[config.mk]
export PLATFORM = sky130hd
export DESIGN_NAME = lrk_ctrl
export DESIGN_NICKNAME = d
export VERILOG_FILES = /design/src/sv/lrk_pkg.sv /design/src/sv/lrk_ctrl.sv
export SDC_FILE = /design/constraint.sdc
export NUM_CORES = 1
export LEC_CHECK = 0
export BUFFER_PORTS_ARGS = -buffer_cell sky130_fd_sc_hd__buf_2
export CORE_MARGIN = 2
export CORE_UTILIZATION = 35
export DETAILED_ROUTE_END_ITERATION = 6
export REMOVE_ABC_BUFFERS = 1
export SYNTH_ARGS = -nofsm -noshare
export SYNTH_HDL_FRONTEND = slang
export SYNTH_SLANG_ARGS = --single-unit
[constraint.sdc]
create_clock -name clk -period 2.1 [get_ports clk]
set_input_delay 0.525 -clock clk [delete_from_list [all_inputs] [get_ports clk]]
set_output_delay 0.525 -clock clk [all_outputs]
set_load 0.01 [all_outputs]
[src/sv/lrk_pkg.sv]
// Package: types, constants and helper functions of the Lorenz RK4 stepper.
`timescale 1ns / 1ps
package lrk_pkg;
	localparam int WORD_WIDTH = 32;
	localparam int FRAC_BITS = 20;
	localparam int COEF_WIDTH = 31;
	localparam int STEP_WIDTH = 21;
	localparam int CFG_IDX_WIDTH = 2;

	localparam logic [CFG_IDX_WIDTH-1:0] REG_SIGMA = 2'd0;
	localparam logic [CFG_IDX_WIDTH-1:0] REG_RHO = 2'd1;
	localparam logic [CFG_IDX_WIDTH-1:0] REG_BETA = 2'd2;
	localparam logic [CFG_IDX_WIDTH-1:0] REG_STEP = 2'd3;

	localparam logic [COEF_WIDTH-1:0] SIGMA_RESET = 31'd10485760;
	localparam logic [COEF_WIDTH-1:0] RHO_RESET = 31'd29360128;
	localparam logic [COEF_WIDTH-1:0] BETA_RESET = 31'd2796203;
	localparam logic [STEP_WIDTH-1:0] STEP_RESET = 21'd10486;

	localparam logic signed [31:0] WMAX = 32'sh7fffffff;
	localparam logic signed [31:0] WMIN = 32'sh80000000;

	typedef struct packed {
		logic func;
		logic signed [31:0] init_t;
		logic signed [31:0] init_x;
		logic signed [31:0] init_y;
		logic signed [31:0] init_z;
	} in_item_t;

	typedef struct packed {
		logic signed [31:0] out_t;
		logic signed [31:0] out_x;
		logic signed [31:0] out_y;
		logic signed [31:0] out_z;
		logic overflow;
	} out_item_t;

	// Datapath operations issued by the sequencer.
	typedef enum logic [4:0] {
		OP_NOP,
		OP_LOAD,       // load state from input
		OP_EVAL_BASE,  // eval point = state
		OP_D_YX,       // t0 = y - x
		OP_M_SIG,      // t0 = sigma * t0 -> kx
		OP_D_RZ,       // t0 = rho - z
		OP_M_XT,       // t0 = x * t0
		OP_S_TY,       // ky = t0 - y
		OP_M_XY,       // t0 = x * y
		OP_M_BZ,       // t1 = beta * z
		OP_S_KZ,       // kz = t0 - t1
		OP_ACC,        // fold k into slope sums with weight
		OP_M_HKX,      // t0 = h*kx (half or full)
		OP_M_HKY,
		OP_M_HKZ,
		OP_P_X,        // eval x = x + t0
		OP_P_Y,
		OP_P_Z,
		OP_M_HSX,      // t0 = h * sum_x
		OP_M_HSY,
		OP_M_HSZ,
		OP_UPD_X,      // x += t0 / 6
		OP_UPD_Y,
		OP_UPD_Z,
		OP_UPD_T       // t += h
	} dp_op_t;

	typedef struct packed {
		dp_op_t op;
		logic [1:0] stage;   // RK stage 0..3
		logic clr_ovf;
	} dp_cmd_t;

	typedef enum logic [1:0] {
		ST_IDLE,
		ST_RUN,
		ST_OUT
	} ctl_state_t;

	// Saturate a 34-bit signed value to the word, reporting overflow.
	function automatic logic [32:0] sat34(input logic signed [33:0] v);
		logic [32:0] r;
		if (v > 34'sh07fffffff) r = {1'b1, WMAX};
		else if (v < -34'sh080000000) r = {1'b1, WMIN};
		else r = {1'b0, v[31:0]};
		return r;
	endfunction
endpackage

[src/sv/lrk_ctrl.sv]
// Sequencer: walks the RK4 operation schedule, at most one datapath operation per cycle.
`timescale 1ns / 1ps
module lrk_ctrl (
	input logic clk,
	input logic arst_n,
	input logic in_valid,
	input logic in_func,
	input logic out_taken,
	output logic in_stall,
	output logic out_valid,
	output lrk_pkg::dp_cmd_t cmd
);
	lrk_pkg::ctl_state_t state_q, state_d;
	logic [4:0] pc_q, pc_d;
	logic [1:0] stage_q, stage_d;

	// One RK stage: 8 slope ops, accumulate, then next-point ops (state update ops in the last stage).
	localparam logic [4:0] PC_LAST = 5'd19;

	always_ff @(posedge clk or negedge arst_n) begin
		if (!arst_n) begin
			state_q <= lrk_pkg::ST_IDLE;
			pc_q <= '0;
			stage_q <= '0;
		end else begin
			state_q <= state_d;
			pc_q <= pc_d;
			stage_q <= stage_d;
		end
	end

	always_comb begin
		state_d = state_q;
		pc_d = pc_q;
		stage_d = stage_q;
		cmd = '{op: lrk_pkg::OP_NOP, stage: stage_q, clr_ovf: 1'b0};
		in_stall = 1'b1;
		out_valid = 1'b0;
		unique case (state_q)
			lrk_pkg::ST_IDLE: begin
				in_stall = 1'b0;
				if (in_valid) begin
					cmd.clr_ovf = 1'b1;
					pc_d = '0;
					stage_d = '0;
					if (!in_func) begin
						cmd.op = lrk_pkg::OP_LOAD;
						state_d = lrk_pkg::ST_OUT;
					end else begin
						cmd.op = lrk_pkg::OP_EVAL_BASE;
						state_d = lrk_pkg::ST_RUN;
					end
				end
			end
			lrk_pkg::ST_RUN: begin
				pc_d = pc_q + 5'd1;
				unique case (pc_q)
					5'd0: cmd.op = lrk_pkg::OP_D_YX;
					5'd1: cmd.op = lrk_pkg::OP_M_SIG;
					5'd2: cmd.op = lrk_pkg::OP_D_RZ;
					5'd3: cmd.op = lrk_pkg::OP_M_XT;
					5'd4: cmd.op = lrk_pkg::OP_S_TY;
					5'd5: cmd.op = lrk_pkg::OP_M_XY;
					5'd6: cmd.op = lrk_pkg::OP_M_BZ;
					5'd7: cmd.op = lrk_pkg::OP_S_KZ;
					5'd8: cmd.op = lrk_pkg::OP_ACC;
					5'd9: cmd.op = (stage_q == 2'd3) ? lrk_pkg::OP_M_HSX : lrk_pkg::OP_M_HKX;
					5'd10: cmd.op = (stage_q == 2'd3) ? lrk_pkg::OP_UPD_X : lrk_pkg::OP_P_X;
					5'd11: cmd.op = (stage_q == 2'd3) ? lrk_pkg::OP_M_HSY : lrk_pkg::OP_M_HKY;
					5'd12: cmd.op = (stage_q == 2'd3) ? lrk_pkg::OP_UPD_Y : lrk_pkg::OP_P_Y;
					5'd13: cmd.op = (stage_q == 2'd3) ? lrk_pkg::OP_M_HSZ : lrk_pkg::OP_M_HKZ;
					5'd14: cmd.op = (stage_q == 2'd3) ? lrk_pkg::OP_UPD_Z : lrk_pkg::OP_P_Z;
					5'd15: begin
						if (stage_q == 2'd3) begin
							cmd.op = lrk_pkg::OP_UPD_T;
							pc_d = PC_LAST;
						end else begin
							pc_d = '0;
							stage_d = stage_q + 2'd1;
						end
					end
					default: begin
						state_d = lrk_pkg::ST_OUT;
					end
				endcase
			end
			lrk_pkg::ST_OUT: begin
				out_valid = 1'b1;
				if (out_taken) state_d = lrk_pkg::ST_IDLE;
			end
			default: state_d = lrk_pkg::ST_IDLE;
		endcase
	end
endmodule

==> reports/qor.csv, run 1 <==
stage,metric,value,unit
outcome,status,"complete, but fails checks",
outcome,failing checks,negative setup slack,
grt,vias in the first global route,927,
die,Die X,52.76,um
placed_design,"worst slack, placed",-0.2129,ns
synthesis,"flops & latches, synth",9,
clock_tree,CTS tree,done,
run,Max Cap Viol,0,
finish,Final nets,158,
grt,gr usage total,20.35,%
clock_tree,hold buffer count at CTS,0,
placed_design,placed cell count,164,
placed_design,RD Place Congestion,0.9302,
routing,DRT antenna net count,0,
power_and_ir_drop,P_leak,0.5678,nW
placed_design,HPWL Detailed,1767,um
critical_path,critical path class,flop to output pin,
synthesis,number of synthesized flops with an enable pin,0,
routing,total routed wirelength,2493,um
min_path,worst hold-check path type,input pin to async pin,
sta,Fin Setup TNS,-1.820,ns
synthesis,Synth top cells by count,"dfrtp_1 (9), nand2_1 (9), nor2_1 (9)",
clock_tree,clk sinks,9,
grt,initial antenna violation count,0,
critical_path,CP required,1.57,ns
placed_design,PortBufs,14,
synthesis,area fraction of the dominant cell type after synthesis,27.07,%
die,die span in y,52.76,um
clock_tree,H-tree depth,1,
critical_path,CP bufs+invs,3,
finish,fraction of layout cells with a size suffix above 1,46.94,%
grt,first-pass GRT wire length,4188,um
sta,Fin Clk Skew,0.002951,ns
routing,initial DRC count,22,
critical_path,CP max stage cell,dfrtp_2,
critical_path,crit path launch type,flop,
finish,final instance area,1277,um^2
sta,Tightest Pin Transition,0.3787,ns
routing,routed len/inst,14.25,um
synthesis,top_reg_cell synth,dfrtp_1,
routing,Vias,949,
finish,area grow syn2layout,53.53,%
sta,RSZ-0062 raised after global routing,true,
synthesis,Synth area leader,dfrtp_1,
synthesis,"Async S/R FF share, synth",100.0,%
routing,Detailed Routing Iterations Pass 1,4,
synthesis,Synth warnings,0,
synthesis,synthesized instance count,107,
critical_path,CP Cell Sequence,inv_4 -> ha_4 -> buf_6 -> o211ai_1 -> o32ai_2 -> a221oi_2 -> o21ai_1 -> buf_2,
sta,minimum hold slack,0.1135,ns
sta,Max transition margin,74.56,%
sta,fmax,0.3995,GHz
die,Core Area,2233,um^2
grt,largest net degree at the start of global routing,15,
routing,Via density,5.423,
finish,n_diodes,0,
grt,grt ovf,0,
clock_tree,Worst-Skew Late Latency,0.26,ns
sta,"Period Utilization, post-route",119.2,%
critical_path,Worst path top cell family by delay,compound AO/OA/AOI/OAI gates,
critical_path,Critical Path End Type,output pin,
placed_design,placed instance area,1070,um^2
die,Starting Density,37.25,%
clock_tree,TritonCTS Buffers,3,
sta,Final min period,2.503,ns
sta,final hold viol count,0,
clock_tree,"CTS clk-pin slew, worst paths",0.06,ns
sta,fin worst setup slack,-0.4029,ns
synthesis,register area share after synthesis,27.07,%
critical_path,Worst path max stage delay,0.42,ns
sta,Final setup violation count,5,
die,FP Rows,17,
die,IO Pins,15,
power_and_ir_drop,Final Power,1.269,mW
clock_tree,Max clock buf depth,2,
power_and_ir_drop,peak supply drop,0.7868,mV
die,Die ar.,2783,um^2
synthesis,Mapped Area,832.0,um^2
critical_path,"Max FO, Critical Path",3,
synthesis,Cell variety after synth,35,
finish,final core utilization,57.20,%
synthesis,Mean Syn Cell Area,7.776,um^2
routing,# DRC,0,
finish,"non-filler cells, final",175,
power_and_ir_drop,P per Cell Area,993.5,nW/um^2
synthesis,Area contributors post-synth,"dfrtp_1 (27%), ha_1 (7.5%), o21ai_0 (4.8%)",
clock_tree,clock root buffer,clkbuf_4,
sta,Pins Over Slew Limit,0,
critical_path,crit path DAT,1.98,ns
-- cells in the final DEF, fill, tap and decap left out, drive strengths merged --
| cell | count |
|---|---|
| a221oi | 2 |
| nand3b | 1 |
| a21oi | 7 |
| buf | 43 |
| a22o | 2 |
| dfrtp | 9 |
| o211ai | 2 |
| o21ai | 15 |
| inv | 8 |
| nor2b | 3 |
| nand3 | 3 |
| or2 | 1 |
| xor2 | 1 |
| clkbuf | 4 |
| mux2 | 1 |
| a31oi | 1 |
| nor2 | 9 |
| nand2b | 3 |
| o31ai | 2 |
| nor3 | 6 |
| o32ai | 3 |
| nand4 | 1 |
| mux2i | 2 |
| or3 | 1 |
| nand2 | 9 |
| a311oi | 1 |
| nand4b | 1 |
| ha | 5 |
| and4b | 1 |
-- power breakdown --
| part | internal, mW | switching [mW] | total (mW) |
|---|---|---|---|
| logic | 0.447 | 0.430 | 0.877 |
| clock network | 0.0732 | 0.0603 | 0.134 |
| registers | 0.208 | 0.0508 | 0.259 |
| total | 0.728 | 0.541 | 1.27 |
-- final timing paths --
kind	cells past startpoint	slack, ns	from	endpoint
setup / recovery	8	-0.40	pc_q[0]$_DFFE_PN0P_	cmd[4]
hold / removal	1	0.11	arst_n	stage_q[0]$_DFFE_PN0P_
setup reg to reg	10	0.08	pc_q[0]$_DFFE_PN0P_	state_q[1]$_DFFE_PN0P_
hold reg to reg	1	0.50	state_q[1]$_DFFE_PN0P_	state_q[0]$_DFFE_PN0P_
max in group asynchronous	1	1.78	arst_n	pc_q[1]$_DFFE_PN0P_
min in group clk	1	0.50	state_q[1]$_DFFE_PN0P_	state_q[0]$_DFFE_PN0P_
-- final cells by class --
type / count / area, um^2
fill: 205 / 955.9
clock buffer: 4 / 26.28
timing repair buffer: 43 / 315.3
inverter: 8 / 32.53
tap: 28 / 35.03
sequential: 9 / 227.7
multi-input combinational: 83 / 640.6
-- sequential cells by signal, summed over array words and instances, names as in the netlist --
| signal | cells |
|---|---|
| pc_q | 5 |
| state_q | 2 |
| stage_q | 2 |
-- layer usage --
layer | track usage (%) | share of wire, % | vias to the layer above
met2 | 35.42 | 51 | 18
met4 | 8.547 | 2.5 | 0
met1 | 24.91 | 43 | 458
met3 | 2.571 | 2.9 | 6
li1 | - | - | 467
met5 | 0 | 0 | -
-- kinds of logic after synthesis --
family          count (synthesis)  synth area share [%]
fa+ha+maj                       5                 7.519
compound gates                 35                 28.12
buf+inv                        15                 7.519
simple gates                   39                 24.96
mux                             3                 3.759
flops                           9                 27.07
xor+xnor                        1                 1.053
-- what timing repair did --
item                                    CTS  global route
hold endpoints to repair                  0             0
setup buffers                             4             3
pin swaps                                12             5
endpoints found under the setup margin    5             5
resized for setup                        25             3
Note: power is estimated with default switching activity, not from simulation.
==> run 2, diff against run 1 <==
--- a/config.mk
+++ b/config.mk
@@ -11,2 +11,3 @@
 export DETAILED_ROUTE_END_ITERATION = 6
+export PLACE_DENSITY = 0.61
 export REMOVE_ABC_BUFFERS = 1
@@ -15 +16,2 @@
 export SYNTH_SLANG_ARGS = --single-unit
+export TNS_END_PERCENT = 100
--- a/constraint.sdc
+++ b/constraint.sdc
@@ -3,2 +3,2 @@
 set_output_delay 0.525 -clock clk [all_outputs]
-set_load 0.01 [all_outputs]
+set_load 0.1 [all_outputs]
==> reports/qor.csv, run 2 (synthesized netlist as in run 1, its figures left out) <==
stage,metric,value,unit,change
clock_tree,hold buffer count at CTS,0,,unchanged
finish,area grow syn2layout,69.62,%,
critical_path,"Max FO, Critical Path",4,,+1
sta,Pins Over Slew Limit,0,,unchanged
finish,final instance area,1411,um^2,+10%
grt,largest net degree at the start of global routing,10,,-5
critical_path,worst reg2reg startpoint,pc_q[0]$_DFFE_PN0P_,,
finish,"non-filler cells, final",176,,+0.57%
routing,Via density,5.443,,+0.37%
routing,DRT antenna net count,0,,unchanged
critical_path,crit path launch type,flop,,
placed_design,placed cell count,167,,+1.8%
critical_path,Critical Path End Type,output pin,,
critical_path,"reg-to-reg slack, setup",0.17,ns,+0.09 ns
die,Core Area,2233,um^2,unchanged
finish,fraction of layout cells with a size suffix above 1,49.32,%,+2.4 points
power_and_ir_drop,Final Power,1.778,mW,+40%
clock_tree,CTS tree,done,,
routing,initial DRC count,23,,+4.5%
power_and_ir_drop,design internal power,838.3,uW,+15%
sta,Fin Setup TNS,-2.516,ns,-0.6960 ns
die,Die ar.,2783,um^2,unchanged
grt,gr usage total,23.05,%,+2.7 points
critical_path,WP depth,8,,unchanged
clock_tree,clock root buffer,clkbuf_4,,
sta,"Period Utilization, post-route",124.8,%,+5.6 points
finish,n_diodes,0,,unchanged
clock_tree,H-tree depth,1,,unchanged
sta,fmax,0.3815,GHz,-4.5%
critical_path,Worst R2R Path Depth,9,,-1
sta,Final min period,2.621,ns,+0.1185 ns
critical_path,CP required,1.57,ns,about the same
routing,Vias,958,,+0.95%
finish,Biggest register,pc_q,,
grt,first-pass GRT wire length,4616,um,+10%
sta,minimum hold slack,0.09919,ns,-0.01434 ns
finish,Largest regs,"pc_q (5), stage_q (2), state_q (2)",,
die,Starting Density,37.25,%,unchanged
outcome,status,"complete, but fails checks",,
critical_path,Worst path max stage delay,0.47,ns,+0.05 ns
critical_path,CP Cell Sequence,inv_4 -> ha_4 -> nor2_4 -> a221oi_4 -> o21ai_2 -> o32ai_2 -> buf_4 -> buf_12,,
finish,"most common cell after layout, fill and taps aside",buf_4,,
power_and_ir_drop,Net Sw Power,939.5,uW,+74%
sta,RSZ-0062 raised after global routing,true,,
sta,Max transition margin,67.36,%,-7.2 points
grt,grt ovf,0,,unchanged
power_and_ir_drop,Logic pwr share,77.0,%,+7.9 points
sta,Fin Clk Skew,0.002291,ns,-0.0006597 ns
sta,Final setup violation count,5,,unchanged
finish,max FFs per register,5,,unchanged
sta,Tightest Pin Transition,0.4929,ns,+0.1143 ns
die,Die X,52.76,um,unchanged
power_and_ir_drop,peak supply drop,1.187,mV,+51%
routing,total routed wirelength,2702,um,+8.4%
power_and_ir_drop,clock network power share,7.7,%,-2.8 points
sta,fin worst setup slack,-0.5214,ns,-0.1185 ns
critical_path,Reg2Reg Capture Point,state_q[1]$_DFFE_PN0P_,,
finish,Final nets,159,,+0.63%
sta,final hold viol count,0,,unchanged
placed_design,RD Place Congestion,0.8833,,-5.0%
die,IO Pins,15,,unchanged
power_and_ir_drop,register share of total power,15.3,%,-5.1 points
routing,routed len/inst,15.35,um,+7.8%
critical_path,Worst path top cell family by delay,compound AO/OA/AOI/OAI gates,,
grt,initial antenna violation count,0,,unchanged
placed_design,placed instance area,1182,um^2,+11%
outcome,failing checks,negative setup slack,,
critical_path,critical path class,flop to output pin,,
die,die span in y,52.76,um,unchanged
critical_path,CP max stage cell,dfrtp_2,,
grt,vias in the first global route,1003,,+8.2%
clock_tree,TritonCTS Buffers,3,,unchanged
critical_path,crit path DAT,2.10,ns,+0.12 ns
placed_design,HPWL Detailed,1766,um,about the same
clock_tree,clk sinks,9,,unchanged
placed_design,"worst slack, placed",-0.3195,ns,-0.1066 ns
min_path,worst hold-check path type,input pin to async pin,,
clock_tree,"CTS clk-pin slew, worst paths",0.06,ns,about the same
power_and_ir_drop,P_leak,0.5918,nW,+4.2%
routing,Detailed Routing Iterations Pass 1,4,,unchanged
run,Max Cap Viol,0,,unchanged
routing,# DRC,0,,unchanged
power_and_ir_drop,P per Cell Area,1260,nW/um^2,+27%
finish,final core utilization,63.19,%,+6.0 points
placed_design,PortBufs,14,,unchanged
clock_tree,Max clock buf depth,2,,unchanged
clock_tree,Worst-Skew Late Latency,0.27,ns,about the same
power_and_ir_drop,switch share,52.85,%,+10 points
finish,"commonest cells after routing, fill and taps aside","buf_4 (27), nand2_1 (9), o21ai_1 (9), buf_2 (8)",,
critical_path,CP bufs+invs,3,,unchanged
die,FP Rows,17,,unchanged
==> run 2: layout make-up <==
class	count	area [um^2]
Fill cell	199	822.0
Sequential cell	9	227.7
Tap cell	28	35.03
Inverter	8	35.03
Multi-Input combinational cell	83	690.7
Clock buffer	4	26.28
Timing Repair Buffer	44	396.6
==> run 2: metal layers <==
layer | GRT usage, % | part of all wire [%] | up-vias
met5 | 0 | 0 | -
met4 | 11.11 | 0.93 | 0
met3 | 2.857 | 3.6 | 4
met2 | 43.75 | 57 | 22
met1 | 24.61 | 39 | 463
li1 | - | - | 469
==> run 2: worst max path at each step <==
stage | start | to | slack (ns)
after floorplan | pc_q[0]$_DFFE_PN0P_ | cmd[3] | -2.07
after global placement | pc_q[1]$_DFFE_PN0P_ | cmd[3] | -0.35
after detailed placement | pc_q[0]$_DFFE_PN0P_ | cmd[3] | -0.32
after CTS | pc_q[1]$_DFFE_PN0P_ | cmd[3] | -0.53
after global routing | pc_q[0]$_DFFE_PN0P_ | cmd[4] | -0.63
final | pc_q[1]$_DFFE_PN0P_ | cmd[3] | -0.52
==> run 2: timing repair <==
| action | in CTS | in global routing |
|---|---|---|
| setup buffers | 7 | 0 |
| resized for setup | 35 | 5 |
| endpoints found under the setup margin | 5 | 5 |
| pin swaps | 11 | 6 |
==> run 2: power by group through the flow <==
stage,Combinational [mW],Clock [mW],Sequential (mW)
after global placement,1.11,0,0.247
after global routing,1.45,0.152,0.276
after detailed placement,1.12,0,0.249
after floorplan,0.701,0,0.252
after CTS,1.36,0.139,0.265
final,1.37,0.137,0.272
==> run 3, diff against run 2 <==
- PLACE_DENSITY: 0.61 -> unset
==> reports/qor.csv, run 3 (synthesized netlist as in run 1, its figures left out) <==
stage,metric,value,unit,change
grt,gr usage total,19.65,%,-3.4 points
critical_path,Critical Path End Type,output pin,,
sta,Final setup violation count,6,,+1
min_path,worst hold-check path type,input pin to async pin,,
finish,Final nets,161,,+1.3%
outcome,failing checks,negative setup slack,,
routing,DRT antenna net count,0,,unchanged
routing,total routed wirelength,2549,um,-5.7%
sta,Tightest Pin Transition,0.4862,ns,-0.006760 ns
sta,Fin Clk Skew,0.0006603,ns,-0.001631 ns
clock_tree,H-tree depth,1,,unchanged
finish,area of the multi-input gates,665.6,um^2,-3.6%
placed_design,PortBufs,14,,unchanged
die,FP Rows,17,,unchanged
clock_tree,TritonCTS Buffers,3,,unchanged
critical_path,Worst path top cell family by delay,compound AO/OA/AOI/OAI gates,,
placed_design,HPWL Detailed,1794,um,+1.6%
critical_path,CP bufs+invs,3,,unchanged
die,Die ar.,2783,um^2,unchanged
run,Max Cap Viol,0,,unchanged
die,Die X,52.76,um,unchanged
critical_path,crit path DAT,2.11,ns,about the same
sta,"Period Utilization, post-route",125.6,%,+0.77 points
grt,grt ovf,0,,unchanged
sta,fin worst setup slack,-0.5375,ns,-0.01616 ns
routing,Via density,5.337,,-1.9%
finish,"commonest cells after routing, fill and taps aside","buf_4 (31), nand2_1 (9), o21ai_1 (8), buf_2 (8)",,
grt,largest net degree at the start of global routing,10,,unchanged
critical_path,CP Cell Sequence,inv_4 -> ha_4 -> o21ai_2 -> a221oi_2 -> o21ai_2 -> o32ai_2 -> buf_4 -> buf_12,,
grt,first-pass GRT wire length,3898,um,-16%
sta,final hold viol count,0,,unchanged
sta,Pins Over Slew Limit,0,,unchanged
routing,routed len/inst,14.32,um,-6.7%
outcome,status,"complete, but fails checks",,
routing,Vias,950,,-0.84%
die,IO Pins,15,,unchanged
clock_tree,clk sinks,9,,unchanged
grt,GR Util met1,23.59,%,-1.0 points
sta,RSZ-0062 raised after global routing,true,,
placed_design,"worst slack, placed",-0.3290,ns,-0.009480 ns
routing,Detailed Routing Iterations Pass 1,4,,unchanged
grt,vias in the first global route,879,,-12%
critical_path,"Max FO, Critical Path",4,,unchanged
die,die span in y,52.76,um,unchanged
placed_design,RD Place Congestion,0.8557,,-3.1%
clock_tree,CTS tree,done,,
finish,max FFs per register,5,,unchanged
power_and_ir_drop,peak supply drop,1.057,mV,-11%
finish,Largest regs,"pc_q (5), stage_q (2), state_q (2)",,
critical_path,Worst path most repeated cell,o21ai_2,,
grt,grt met2 use,33.96,%,-9.8 points
finish,"most common cell after layout, fill and taps aside",buf_4,,
clock_tree,"CTS clk-pin slew, worst paths",0.06,ns,about the same
routing,# DRC,0,,unchanged
critical_path,CP required,1.57,ns,about the same
sta,Max transition margin,67.81,%,+0.45 points
clock_tree,Worst-Skew Late Latency,0.27,ns,about the same
grt,initial antenna violation count,0,,unchanged
clock_tree,Max clock buf depth,2,,unchanged
sta,Fin Setup TNS,-2.478,ns,+0.03798 ns
finish,Biggest register,pc_q,,
die,Starting Density,37.25,%,unchanged
clock_tree,clock root buffer,clkbuf_4,,
finish,# fillers,187,,-6.0%
sta,fmax,0.3791,GHz,-0.61%
finish,n_diodes,0,,unchanged
routing,initial DRC count,14,,-39%
die,Core Area,2233,um^2,unchanged
grt,met3 Use GR,3.143,%,+0.29 points
power_and_ir_drop,P_leak,0.6011,nW,+1.6%
finish,fraction of layout cells with a size suffix above 1,50.00,%,+0.68 points
grt,most used routing layer in global routing,met2,,
finish,final core utilization,62.80,%,-0.39 points
finish,Storage cell area,227.7,um^2,unchanged
finish,area grow syn2layout,68.57,%,
critical_path,critical path class,flop to output pin,,
critical_path,CP max stage cell,dfrtp_2,,
critical_path,crit path launch type,flop,,
sta,Final min period,2.638,ns,+0.01615 ns
critical_path,Worst path max stage delay,0.47,ns,about the same
power_and_ir_drop,P per Cell Area,1254,nW/um^2,-0.48%
[run 3: cell types whose count changed in the layout (fill, tap and decap cells not counted), moves of 2 or more]
cell    previous run  this run
buf_6              3         0
buf_4             27        31
nor2_2             0         2
nor2_4             2         0
[run 3: worst paths after layout]
kind,slack (ns),start,depth (start not counted),endpoint
setup / recovery,-0.54,pc_q[1]$_DFFE_PN0P_,8,cmd[3]
hold / removal,0.09,arst_n,1,state_q[1]$_DFFE_PN0P_
setup reg to reg,-0.04,pc_q[1]$_DFFE_PN0P_,11,state_q[1]$_DFFE_PN0P_
hold reg to reg,0.52,state_q[1]$_DFFE_PN0P_,1,state_q[0]$_DFFE_PN0P_
max in group asynchronous,1.81,arst_n,1,pc_q[1]$_DFFE_PN0P_
min in group clk,0.52,in_func,2,state_q[1]$_DFFE_PN0P_
[run 3: power by group]
group,leakage [nW],switching (mW),internal [mW]
Sequential,0.119,0.0609,0.208
Clock,0.0150,0.0699,0.0738
Combinational,0.467,0.799,0.547
Total,0.601,0.929,0.829
[run 3: per-layer routing]
layer,wire length (um),vias up
li1,-,471
met1,1151,461
met2,1304,14
met3,54,4
met4,38,0
met5,0,-
[run 3: layout make-up]
cell class	count	area share (%)
Sequential cell	9	16.24
Clock buffer	4	1.873
Timing Repair Buffer	46	29.44
Tap cell	28	2.498
Inverter	8	2.498
Multi-Input combinational cell	83	47.46
[run 3: what timing repair did]
action | CTS | global route
setup buffers | 4 | 3
resized for setup | 25 | 6
hold buffers | 0 | 0
pin swaps | 11 | 8
endpoints found under the setup margin | 5 | 5
hold endpoints to repair | 0 | 0
[run 3: stage by stage]
| step | instances | hold slack, ns | power (mW) | instance area (um^2) |
|---|---|---|---|---|
| after floorplan | 100 | 0.2294 | 0.9536 | 799.5 |
| after global placement | 168 | 0.3923 | 1.358 | 1202 |
| after detailed placement | 168 | 0.3927 | 1.375 | 1202 |
| after CTS | 175 | 0.09567 | 1.669 | 1354 |
| after global routing | 178 | 0.1048 | 1.855 | 1403 |
| final | 178 | 0.09135 | 1.758 | 1403 |
[run 3: worst register-to-register path, cell delays in order (launching register included)]
cell      delay [ns]
dfrtp_2         0.46
inv_4           0.07
ha_4            0.17
buf_4           0.15
nor3_4          0.18
o32ai_2         0.12
buf_4           0.15
buf_4           0.12
buf_4           0.12
buf_4           0.12
or3_1           0.31
o211ai_1        0.08
